--- src/mk_pkg.sv ---
package mk_pkg;

  localparam int TICK_W    = 12;
  localparam int CFG_IDX_W = 2;

  localparam logic [CFG_IDX_W-1:0] CFG_DOT   = 2'd0;
  localparam logic [CFG_IDX_W-1:0] CFG_DASH  = 2'd1;
  localparam logic [CFG_IDX_W-1:0] CFG_SPACE = 2'd2;
  localparam logic [CFG_IDX_W-1:0] CFG_GAP   = 2'd3;

  localparam logic [TICK_W-1:0] DOT_RESET   = 12'd100;
  localparam logic [TICK_W-1:0] DASH_RESET  = 12'd600;
  localparam logic [TICK_W-1:0] SPACE_RESET = 12'd600;
  localparam logic [TICK_W-1:0] GAP_RESET   = 12'd1000;

  typedef enum logic [3:0] {
    PH_IDLE = 4'b0001,
    PH_MARK = 4'b0010,
    PH_DARK = 4'b0100,
    PH_GAP  = 4'b1000
  } phase_t;

  // decoded character: elements left-aligned, 1 = dash
  typedef struct packed {
    logic       known;
    logic       is_space;
    logic [4:0] bits;
    logic [2:0] len;
  } pattern_t;

  typedef struct packed {
    logic led_on;
    logic busy_res;
    logic rejected;
  } result_t;

endpackage

--- src/mk_ifs.sv ---
interface mk_req_if;
  logic       valid;
  logic       ready;
  logic       mode;
  logic [7:0] char_code;

  modport source (output valid, output mode, output char_code, input ready);
  modport sink (input valid, input mode, input char_code, output ready);
endinterface

interface mk_rsp_if;
  logic valid;
  logic ready;
  logic led_on;
  logic busy_res;
  logic rejected;

  modport source (output valid, output led_on, output busy_res, output rejected,
                  input ready);
  modport sink (input valid, input led_on, input busy_res, input rejected,
                output ready);
endinterface

--- src/mk_decode.sv ---
module mk_decode (
  input  logic [7:0]        char_code,
  output mk_pkg::pattern_t  pattern
);

  always_comb begin
    pattern = '{known: 1'b1, is_space: 1'b0, bits: 5'b00000, len: 3'd0};
    case (char_code)
      "A": begin pattern.bits = 5'b01000; pattern.len = 3'd2; end
      "B": begin pattern.bits = 5'b10000; pattern.len = 3'd4; end
      "C": begin pattern.bits = 5'b10100; pattern.len = 3'd4; end
      "D": begin pattern.bits = 5'b10000; pattern.len = 3'd3; end
      "E": begin pattern.bits = 5'b00000; pattern.len = 3'd1; end
      "F": begin pattern.bits = 5'b00100; pattern.len = 3'd4; end
      "G": begin pattern.bits = 5'b11000; pattern.len = 3'd3; end
      "H": begin pattern.bits = 5'b00000; pattern.len = 3'd4; end
      "I": begin pattern.bits = 5'b00000; pattern.len = 3'd2; end
      "J": begin pattern.bits = 5'b01110; pattern.len = 3'd4; end
      "K": begin pattern.bits = 5'b10100; pattern.len = 3'd3; end
      "L": begin pattern.bits = 5'b01000; pattern.len = 3'd4; end
      "M": begin pattern.bits = 5'b11000; pattern.len = 3'd2; end
      "N": begin pattern.bits = 5'b10000; pattern.len = 3'd2; end
      "O": begin pattern.bits = 5'b11100; pattern.len = 3'd3; end
      "P": begin pattern.bits = 5'b01100; pattern.len = 3'd4; end
      "Q": begin pattern.bits = 5'b11010; pattern.len = 3'd4; end
      "R": begin pattern.bits = 5'b01000; pattern.len = 3'd3; end
      "S": begin pattern.bits = 5'b00000; pattern.len = 3'd3; end
      "T": begin pattern.bits = 5'b10000; pattern.len = 3'd1; end
      "U": begin pattern.bits = 5'b00100; pattern.len = 3'd3; end
      "V": begin pattern.bits = 5'b00010; pattern.len = 3'd4; end
      "W": begin pattern.bits = 5'b01100; pattern.len = 3'd3; end
      "X": begin pattern.bits = 5'b10010; pattern.len = 3'd4; end
      "Y": begin pattern.bits = 5'b10110; pattern.len = 3'd4; end
      "Z": begin pattern.bits = 5'b11000; pattern.len = 3'd4; end
      "0": begin pattern.bits = 5'b11111; pattern.len = 3'd5; end
      "1": begin pattern.bits = 5'b01111; pattern.len = 3'd5; end
      "2": begin pattern.bits = 5'b00111; pattern.len = 3'd5; end
      "3": begin pattern.bits = 5'b00011; pattern.len = 3'd5; end
      "4": begin pattern.bits = 5'b00001; pattern.len = 3'd5; end
      "5": begin pattern.bits = 5'b00000; pattern.len = 3'd5; end
      "6": begin pattern.bits = 5'b10000; pattern.len = 3'd5; end
      "7": begin pattern.bits = 5'b11000; pattern.len = 3'd5; end
      "8": begin pattern.bits = 5'b11100; pattern.len = 3'd5; end
      "9": begin pattern.bits = 5'b11110; pattern.len = 3'd5; end
      " ": pattern.is_space = 1'b1;
      default: pattern.known = 1'b0;
    endcase
  end

endmodule

--- src/mk_core.sv ---
module mk_core (
  input  logic                           clk,
  input  logic                           rst,
  input  logic                           cfg_we,
  input  logic [mk_pkg::CFG_IDX_W-1:0]   cfg_index,
  input  logic [mk_pkg::TICK_W-1:0]      cfg_data,
  input  logic                           accept,
  input  logic                           mode,
  input  mk_pkg::pattern_t               pattern,
  output mk_pkg::result_t                result
);

  logic [mk_pkg::TICK_W-1:0] dot_ticks;
  logic [mk_pkg::TICK_W-1:0] dash_ticks;
  logic [mk_pkg::TICK_W-1:0] space_ticks;
  logic [mk_pkg::TICK_W-1:0] gap_ticks;

  mk_pkg::phase_t            phase, phase_next;
  logic [4:0]                code_bits, code_bits_next;
  logic [2:0]                code_left, code_left_next;
  logic                      space_pending, space_pending_next;
  logic [mk_pkg::TICK_W-1:0] tick_timer, tick_timer_next;

  logic                      idle;
  logic                      load;
  logic                      advance;
  logic                      start;
  logic [4:0]                src_bits;
  logic [2:0]                src_left;
  logic                      src_space;

  // a zero duration counts as one tick
  function automatic logic [mk_pkg::TICK_W-1:0] dur(input logic [mk_pkg::TICK_W-1:0] v);
    dur = (v == '0) ? mk_pkg::TICK_W'(1) : v;
  endfunction

  always_ff @(posedge clk) begin
    if (rst) begin
      dot_ticks   <= mk_pkg::DOT_RESET;
      dash_ticks  <= mk_pkg::DASH_RESET;
      space_ticks <= mk_pkg::SPACE_RESET;
      gap_ticks   <= mk_pkg::GAP_RESET;
    end else if (cfg_we) begin
      case (cfg_index)
        mk_pkg::CFG_DOT:   dot_ticks   <= cfg_data;
        mk_pkg::CFG_DASH:  dash_ticks  <= cfg_data;
        mk_pkg::CFG_SPACE: space_ticks <= cfg_data;
        mk_pkg::CFG_GAP:   gap_ticks   <= cfg_data;
        default: ;
      endcase
    end
  end

  always_comb begin
    idle    = (phase == mk_pkg::PH_IDLE);
    load    = accept && !mode && idle && pattern.known;
    // gap finished with elements still queued
    advance = accept && mode && (phase == mk_pkg::PH_GAP) && (tick_timer <= 12'd1)
              && ((code_left != 3'd0) || space_pending);
    start   = load || advance;

    src_bits  = load ? pattern.bits     : code_bits;
    src_left  = load ? pattern.len      : code_left;
    src_space = load ? pattern.is_space : space_pending;

    phase_next         = phase;
    code_bits_next     = code_bits;
    code_left_next     = code_left;
    space_pending_next = space_pending;
    tick_timer_next    = tick_timer;

    if (start) begin
      if (src_space) begin
        code_bits_next     = src_bits;
        code_left_next     = src_left;
        space_pending_next = 1'b0;
        phase_next         = mk_pkg::PH_DARK;
        tick_timer_next    = dur(space_ticks);
      end else begin
        code_bits_next     = {src_bits[3:0], 1'b0};
        code_left_next     = src_left - 3'd1;
        space_pending_next = 1'b0;
        phase_next         = mk_pkg::PH_MARK;
        tick_timer_next    = src_bits[4] ? dur(dash_ticks) : dur(dot_ticks);
      end
    end else if (accept && mode && !idle) begin
      if (tick_timer > 12'd1) begin
        tick_timer_next = tick_timer - 12'd1;
      end else if (phase != mk_pkg::PH_GAP) begin
        phase_next      = mk_pkg::PH_GAP;
        tick_timer_next = dur(gap_ticks);
      end else begin
        phase_next      = mk_pkg::PH_IDLE;
        tick_timer_next = '0;
      end
    end

    result.led_on   = (phase_next == mk_pkg::PH_MARK);
    result.busy_res = (phase_next != mk_pkg::PH_IDLE);
    result.rejected = accept && !mode && !idle;
  end

  always_ff @(posedge clk) begin
    if (rst) begin
      phase         <= mk_pkg::PH_IDLE;
      code_bits     <= '0;
      code_left     <= '0;
      space_pending <= 1'b0;
      tick_timer    <= '0;
    end else if (accept) begin
      phase         <= phase_next;
      code_bits     <= code_bits_next;
      code_left     <= code_left_next;
      space_pending <= space_pending_next;
      tick_timer    <= tick_timer_next;
    end
  end

endmodule

--- src/mk_outbuf.sv ---
module mk_outbuf (
  input  logic            clk,
  input  logic            rst,
  input  logic            push,
  input  mk_pkg::result_t push_data,
  output logic            push_ready,
  output logic            pop_valid,
  input  logic            pop_ready,
  output mk_pkg::result_t pop_data
);

  mk_pkg::result_t slot0;
  mk_pkg::result_t slot1;
  logic [1:0]      count;
  logic            pop;

  assign pop        = pop_valid && pop_ready;
  assign push_ready = (count != 2'd2);
  assign pop_valid  = (count != 2'd0);
  assign pop_data   = slot0;

  always_ff @(posedge clk) begin
    if (rst) begin
      count <= 2'd0;
    end else begin
      case (count)
        2'd0: if (push) count <= 2'd1;
        2'd1: begin
          if (push && !pop) count <= 2'd2;
          else if (pop && !push) count <= 2'd0;
        end
        2'd2: if (pop) count <= 2'd1;
        default: count <= 2'd0;
      endcase
    end
  end

  // payload slots, head in slot0
  always_ff @(posedge clk) begin
    case (count)
      2'd0: if (push) slot0 <= push_data;
      2'd1: begin
        if (push && pop) slot0 <= push_data;
        else if (push) slot1 <= push_data;
      end
      2'd2: if (pop) slot0 <= slot1;
      default: ;
    endcase
  end

endmodule

--- src/morse_keyer_unit.sv ---
// channel  role    payload
// req      sink    mode, char_code
// rsp      source  led_on, busy_res, rejected
// cfg      write   cfg_we, cfg_index, cfg_data
//
// one item per cycle while req.ready is high; the keyer state is updated at the transfer itself
// each result is written into a two-entry output buffer at the same edge as its transfer
// req.ready drops only when both buffer entries are full
// rst is synchronous: state idle, timing registers back to their defaults
module morse_keyer_unit (
  input  logic                          clk,
  input  logic                          rst,
  mk_req_if.sink                        req,
  mk_rsp_if.source                      rsp,
  input  logic                          cfg_we,
  input  logic [mk_pkg::CFG_IDX_W-1:0]  cfg_index,
  input  logic [mk_pkg::TICK_W-1:0]     cfg_data
);

  mk_pkg::pattern_t pattern;
  mk_pkg::result_t  result;
  mk_pkg::result_t  head;
  logic             accept;
  logic             buf_ready;

  assign accept    = req.valid && buf_ready;
  assign req.ready = buf_ready;

  mk_decode u_decode (
    .char_code (req.char_code),
    .pattern   (pattern)
  );

  mk_core u_core (
    .clk       (clk),
    .rst       (rst),
    .cfg_we    (cfg_we),
    .cfg_index (cfg_index),
    .cfg_data  (cfg_data),
    .accept    (accept),
    .mode      (req.mode),
    .pattern   (pattern),
    .result    (result)
  );

  mk_outbuf u_outbuf (
    .clk        (clk),
    .rst        (rst),
    .push       (accept),
    .push_data  (result),
    .push_ready (buf_ready),
    .pop_valid  (rsp.valid),
    .pop_ready  (rsp.ready),
    .pop_data   (head)
  );

  assign rsp.led_on   = head.led_on;
  assign rsp.busy_res = head.busy_res;
  assign rsp.rejected = head.rejected;

endmodule

--- src/flat_wrapper.sv ---
// flat-port wrapper written by rule: the top's interface ports become plain ports
module morse_keyer_unit_flat 
  (clk, rst, cfg_we, cfg_index, cfg_data, req_valid, req_mode, req_char_code, req_ready, rsp_valid, rsp_led_on, rsp_busy_res, rsp_rejected, rsp_ready);
  mk_req_if req_i ();
  mk_rsp_if rsp_i ();
  input  logic clk;
  input  logic rst;
  input  logic cfg_we;
  input  logic [mk_pkg::CFG_IDX_W-1:0] cfg_index;
  input  logic [mk_pkg::TICK_W-1:0] cfg_data;
  input wire logic [$bits(req_i.valid)-1:0] req_valid;
  input wire logic [$bits(req_i.mode)-1:0] req_mode;
  input wire logic [$bits(req_i.char_code)-1:0] req_char_code;
  output wire logic [$bits(req_i.ready)-1:0] req_ready;
  output wire logic [$bits(rsp_i.valid)-1:0] rsp_valid;
  output wire logic [$bits(rsp_i.led_on)-1:0] rsp_led_on;
  output wire logic [$bits(rsp_i.busy_res)-1:0] rsp_busy_res;
  output wire logic [$bits(rsp_i.rejected)-1:0] rsp_rejected;
  input wire logic [$bits(rsp_i.ready)-1:0] rsp_ready;
  assign req_i.valid = req_valid;
  assign req_i.mode = req_mode;
  assign req_i.char_code = req_char_code;
  assign req_ready = req_i.ready;
  assign rsp_valid = rsp_i.valid;
  assign rsp_led_on = rsp_i.led_on;
  assign rsp_busy_res = rsp_i.busy_res;
  assign rsp_rejected = rsp_i.rejected;
  assign rsp_i.ready = rsp_ready;
  morse_keyer_unit u_core (.clk(clk), .rst(rst), .req(req_i), .rsp(rsp_i), .cfg_we(cfg_we), .cfg_index(cfg_index), .cfg_data(cfg_data));
endmodule
--- config.mk ---
export PLATFORM = sky130hd
export DESIGN_NAME = morse_keyer_unit_flat
export DESIGN_NICKNAME = d
export VERILOG_FILES = /design/src/mk_pkg.sv /design/src/mk_ifs.sv /design/src/mk_decode.sv /design/src/mk_core.sv /design/src/mk_outbuf.sv /design/src/morse_keyer_unit.sv /design/src/flat_wrapper.sv
export SDC_FILE = /design/constraint.sdc
export NUM_CORES = 1
export LEC_CHECK = 0
export ABC_AREA = 1
export BUFFER_PORTS_ARGS = -buffer_cell sky130_fd_sc_hd__clkbuf_2
export CAP_MARGIN = 20
export CELL_PAD_IN_SITES_DETAIL_PLACEMENT = 0
export CELL_PAD_IN_SITES_GLOBAL_PLACEMENT = 2
export CORE_MARGIN = 3
export CORE_UTILIZATION = 25
export CTS_CLUSTER_DIAMETER = 80
export DETAILED_ROUTE_END_ITERATION = 12
export MAX_ROUTING_LAYER = met4
export PLACE_DENSITY_LB_ADDON = 0.12
export REMOVE_ABC_BUFFERS = 1
export SETUP_SLACK_MARGIN = 0.3
export SYNTH_ARGS = -nofsm -noshare
export SYNTH_HDL_FRONTEND = slang
export SYNTH_SLANG_ARGS = --single-unit
--- constraint.sdc ---
create_clock -name clk -period 2.4 [get_ports clk]
set_input_delay 0 -clock clk [delete_from_list [all_inputs] [get_ports clk]]
set_output_delay 0 -clock clk [all_outputs]
set_load 0.01 [all_outputs]
==> reports/qor.csv <==
stage,metric,value,unit
outcome,run status,finished clean,
detailed_routing,vias per cell,4.76,
sta,clk_skew,9.20,ps
cells_and_area,fill count,2006,
place,global placer's final weighted congestion,0.882,
worst_setup_path,CP Max Fanout,4,
synth,Synthesis Warnings,0,
die,core area,0.0182,mm2
clock_network,Worst-Skew Late Latency,340,ps
cells_and_area,Layout Nets,839,
worst_setup_path,maximum single-stage delay on the critical path,310,ps
worst_setup_path,CP startpoint kind,flop,
worst_setup_path,CP cell instances,"inv_1, nand4_1, nand3b_1, buf_4, buf_4, inv_1, nand2_1, o22ai_1, nor2_1, nor2_1, nand2_1, a21oi_1",
synth,Post-synth EDFFs,6,
min_path,Hold WC Path Type,in -> reg,
synth,top_reg_cell synth,dfxtp_1,
worst_setup_path,crit path max-delay cell type,dfxtp_1,
sta,Fin. Hold Viols,0,
power,Worst VDD drop,0.384,mV
synth,Synth Area per Inst,6.36,um2
detailed_routing,Routed WL,15.7,mm
detailed_routing,"antenna viol nets, final",0,
power,static leakage,2.69,nW
clock_network,TritonCTS Buffers,9,
sta,period utilisation layout,0.846,
synth,sequential fraction of the synthesis area,0.353,
run,Max Cap Violations,0,
global_routing,grt total ovfl,0,
sta,Tightest Pin Transition,612,ps
power,Pwr per Cell Area,660,mW/mm2
sta,fin. max-slew vios,0,
detailed_routing,# DRC,0,
sta,endpoints failing setup,0,
synth,Netlist cell types,39,
sta,Final min period,2030,ps
clock_network,CTS Root Buffer Type,clkbuf_16,
place,number of port buffers,32,
cells_and_area,share of post-route cells with drive strength above 1,0.144,
global_routing,first-pass GRT wire length,25.1,mm
worst_setup_path,Required @ worst endpoint,2670,ps
synth,Mapped Area,0.00470,mm2
synth,Mapped Cells,739,
die,Initial Util,0.258,
sta,Hold Slack,80.6,ps
worst_setup_path,crit path kind,reg -> reg,
global_routing,vias in the first global route,4746,
synth,Post-synth ARST share,0,
die,DIE HEIGHT,143,um
clock_network,clock edge transition at the registers on the reported setup and hold paths,60,ps
detailed_routing,Starting DRT DRC Count,229,
detailed_routing,Detailed Routing Iterations Pass 1,7,
cells_and_area,synth-to-layout area growth,23.2,%
clock_network,Num Clock Sinks,80,
clock_network,Max Buffers Root-to-Sink,2,
die,Die X,143,um
place,post-DP HPWL,12.2,mm
die,I/O pins,33,
die,die area,0.0205,mm2
global_routing,total track usage,0.162,
global_routing,GR met1 Demand/Resource,0.195,
sta,FMAX,492,MHz
cells_and_area,diode count,0,
die,cell row count,49,
detailed_routing,total number of vias,4953,
cells_and_area,Final Util,0.318,
global_routing,GR met2 Demand/Resource,0.270,
global_routing,GRT Max-Usage Layer,met2,
worst_setup_path,crit path capture type,flop,
sta,RSZ-0062 raised after global routing,yes,
global_routing,largest net degree at the start of global routing,63,
sta,Slew HR,0.592,
worst_setup_path,Critical Path AT,2310,ps
clock_network,CTS tree,done,
global_routing,initial antenna violation count,0,
clock_network,H-tree Lvls,3,
sta,setup TNS,0,ps
global_routing,grt met3 use,0.0278,
detailed_routing,Avg WL per Cell,15.1,um
synth,synthesis-stage register bit count,80,
## sequential cells by signal, indices dropped and copies added, names as in the netlist
name                       cells
u_core.u_core.phase            4
u_core.u_core.dash_ticks      12
u_core.u_outbuf.count          2
u_core.u_core.gap_ticks       12
u_core.u_outbuf.slot1          3
u_core.u_outbuf.pop_data       3
u_core.u_core.space_ticks     12
u_core.u_core.code_bits        5
u_core.u_core.tick_timer      12
u_core.u_core.code_left        3
u_core.u_core.dot_ticks       12
## cell usage in the layout (no fill, tap or decap), types with 10 or more instances in the layout
master         instances
nor2_1                99
o211ai_1              11
o21ai_0               55
a21oi_1               61
clkbuf_2              32
inv_1                 86
buf_4                 30
dfxtp_1               73
dlygate4sd3_1         13
nand2_1              182
nand3_1               35
nor3_1                10
nand4_1               13
## cell families after synthesis
group,Yosys count,synth area share
AO/OA/AOI/OAI,155,0.180
AND/OR/NAND/NOR,377,0.343
adder cells (fa/ha/maj),5,0.0133
flip-flops,80,0.353
XOR/XNOR,4,0.00745
buffers and inverters,118,0.103
## through the flow
step | std cells | worst slack, ps | area [um2] | total power, mW
after floorplan | 718 | 349 | 4580 | 2.04
after global placement | 999 | 102 | 5190 | 2.37
after detailed placement | 999 | 123 | 5190 | 2.37
after CTS | 1030 | 305 | 5650 | 3.83
after global routing | 1040 | 242 | 5790 | 4.06
final | 1040 | 369 | 5790 | 3.82
## metal layers
layer | vias to the layer above | routed length, um
met4 | 0 | 583
met5 | - | 0
met2 | 109 | 7500
li1 | 2549 | -
met3 | 37 | 584
met1 | 2258 | 7080
## Yosys cell counts (5+ instances only)
library cell	instances	area, um2
nor3_1	11	55.1
nor4_1	9	56.3
nand3_1	36	180
dfxtp_1	74	1480
inv_1	91	342
edfxtp_1	6	180
o21ai_0	58	290
a31oi_1	5	31.3
ha_1	5	62.6
clkbuf_1	11	41.3
nand2_1	185	694
o211ai_1	11	82.6
nand4_1	13	81.3
nor2_1	104	390
a21oi_1	62	310
nand2_2	6	37.5
o22ai_1	6	37.5
## worst max-delay path, delay by kind of cell, from the launching register on
kind / cells / cell delay, ps
AOI/OAI and AO/OA: 2 / 270
buffers and inverters: 4 / 530
DFF: 1 / 310
and+or+nand+nor: 6 / 870
## cell type report
class                      instances  area (um2)  area share
multi-input combinational        541        2630       0.453
sequential                        80        1660       0.287
timing repair buffer              77         547      0.0944
inverter                          97         375      0.0648
tap                              229         287      0.0494
clock buffer                      10         229      0.0395
clock inverter                     6        66.3      0.0114
## power breakdown
| group | total (mW) | internal, mW | switching (mW) |
|---|---|---|---|
| clock network | 1.39 | 0.812 | 0.582 |
| logic | 0.963 | 0.378 | 0.585 |
| registers | 1.47 | 1.42 | 0.0435 |
| total | 3.82 | 2.61 | 1.21 |
## path summary, 6_finish.rpt
path                                from                          end  slack, ps  depth (start not counted)
max          u_core.u_core.tick_timer[6]  u_core.u_core.tick_timer[0]        370                         12
min                            req_valid     u_core.u_outbuf.count[0]         80                          3
max reg2reg  u_core.u_core.tick_timer[6]  u_core.u_core.tick_timer[0]        370                         12
min reg2reg   u_core.u_core.code_bits[0]   u_core.u_core.code_bits[0]        450                          2
## repair_timing
item	CTS	global route
pin swaps	2	8
hold endpoints to repair	25	0
setup buffers	2	10
resized for setup	6	25
setup endpoints to repair	20	18
hold buffers	13	0
No activity file was read; power rests on OpenSTA's default activity.
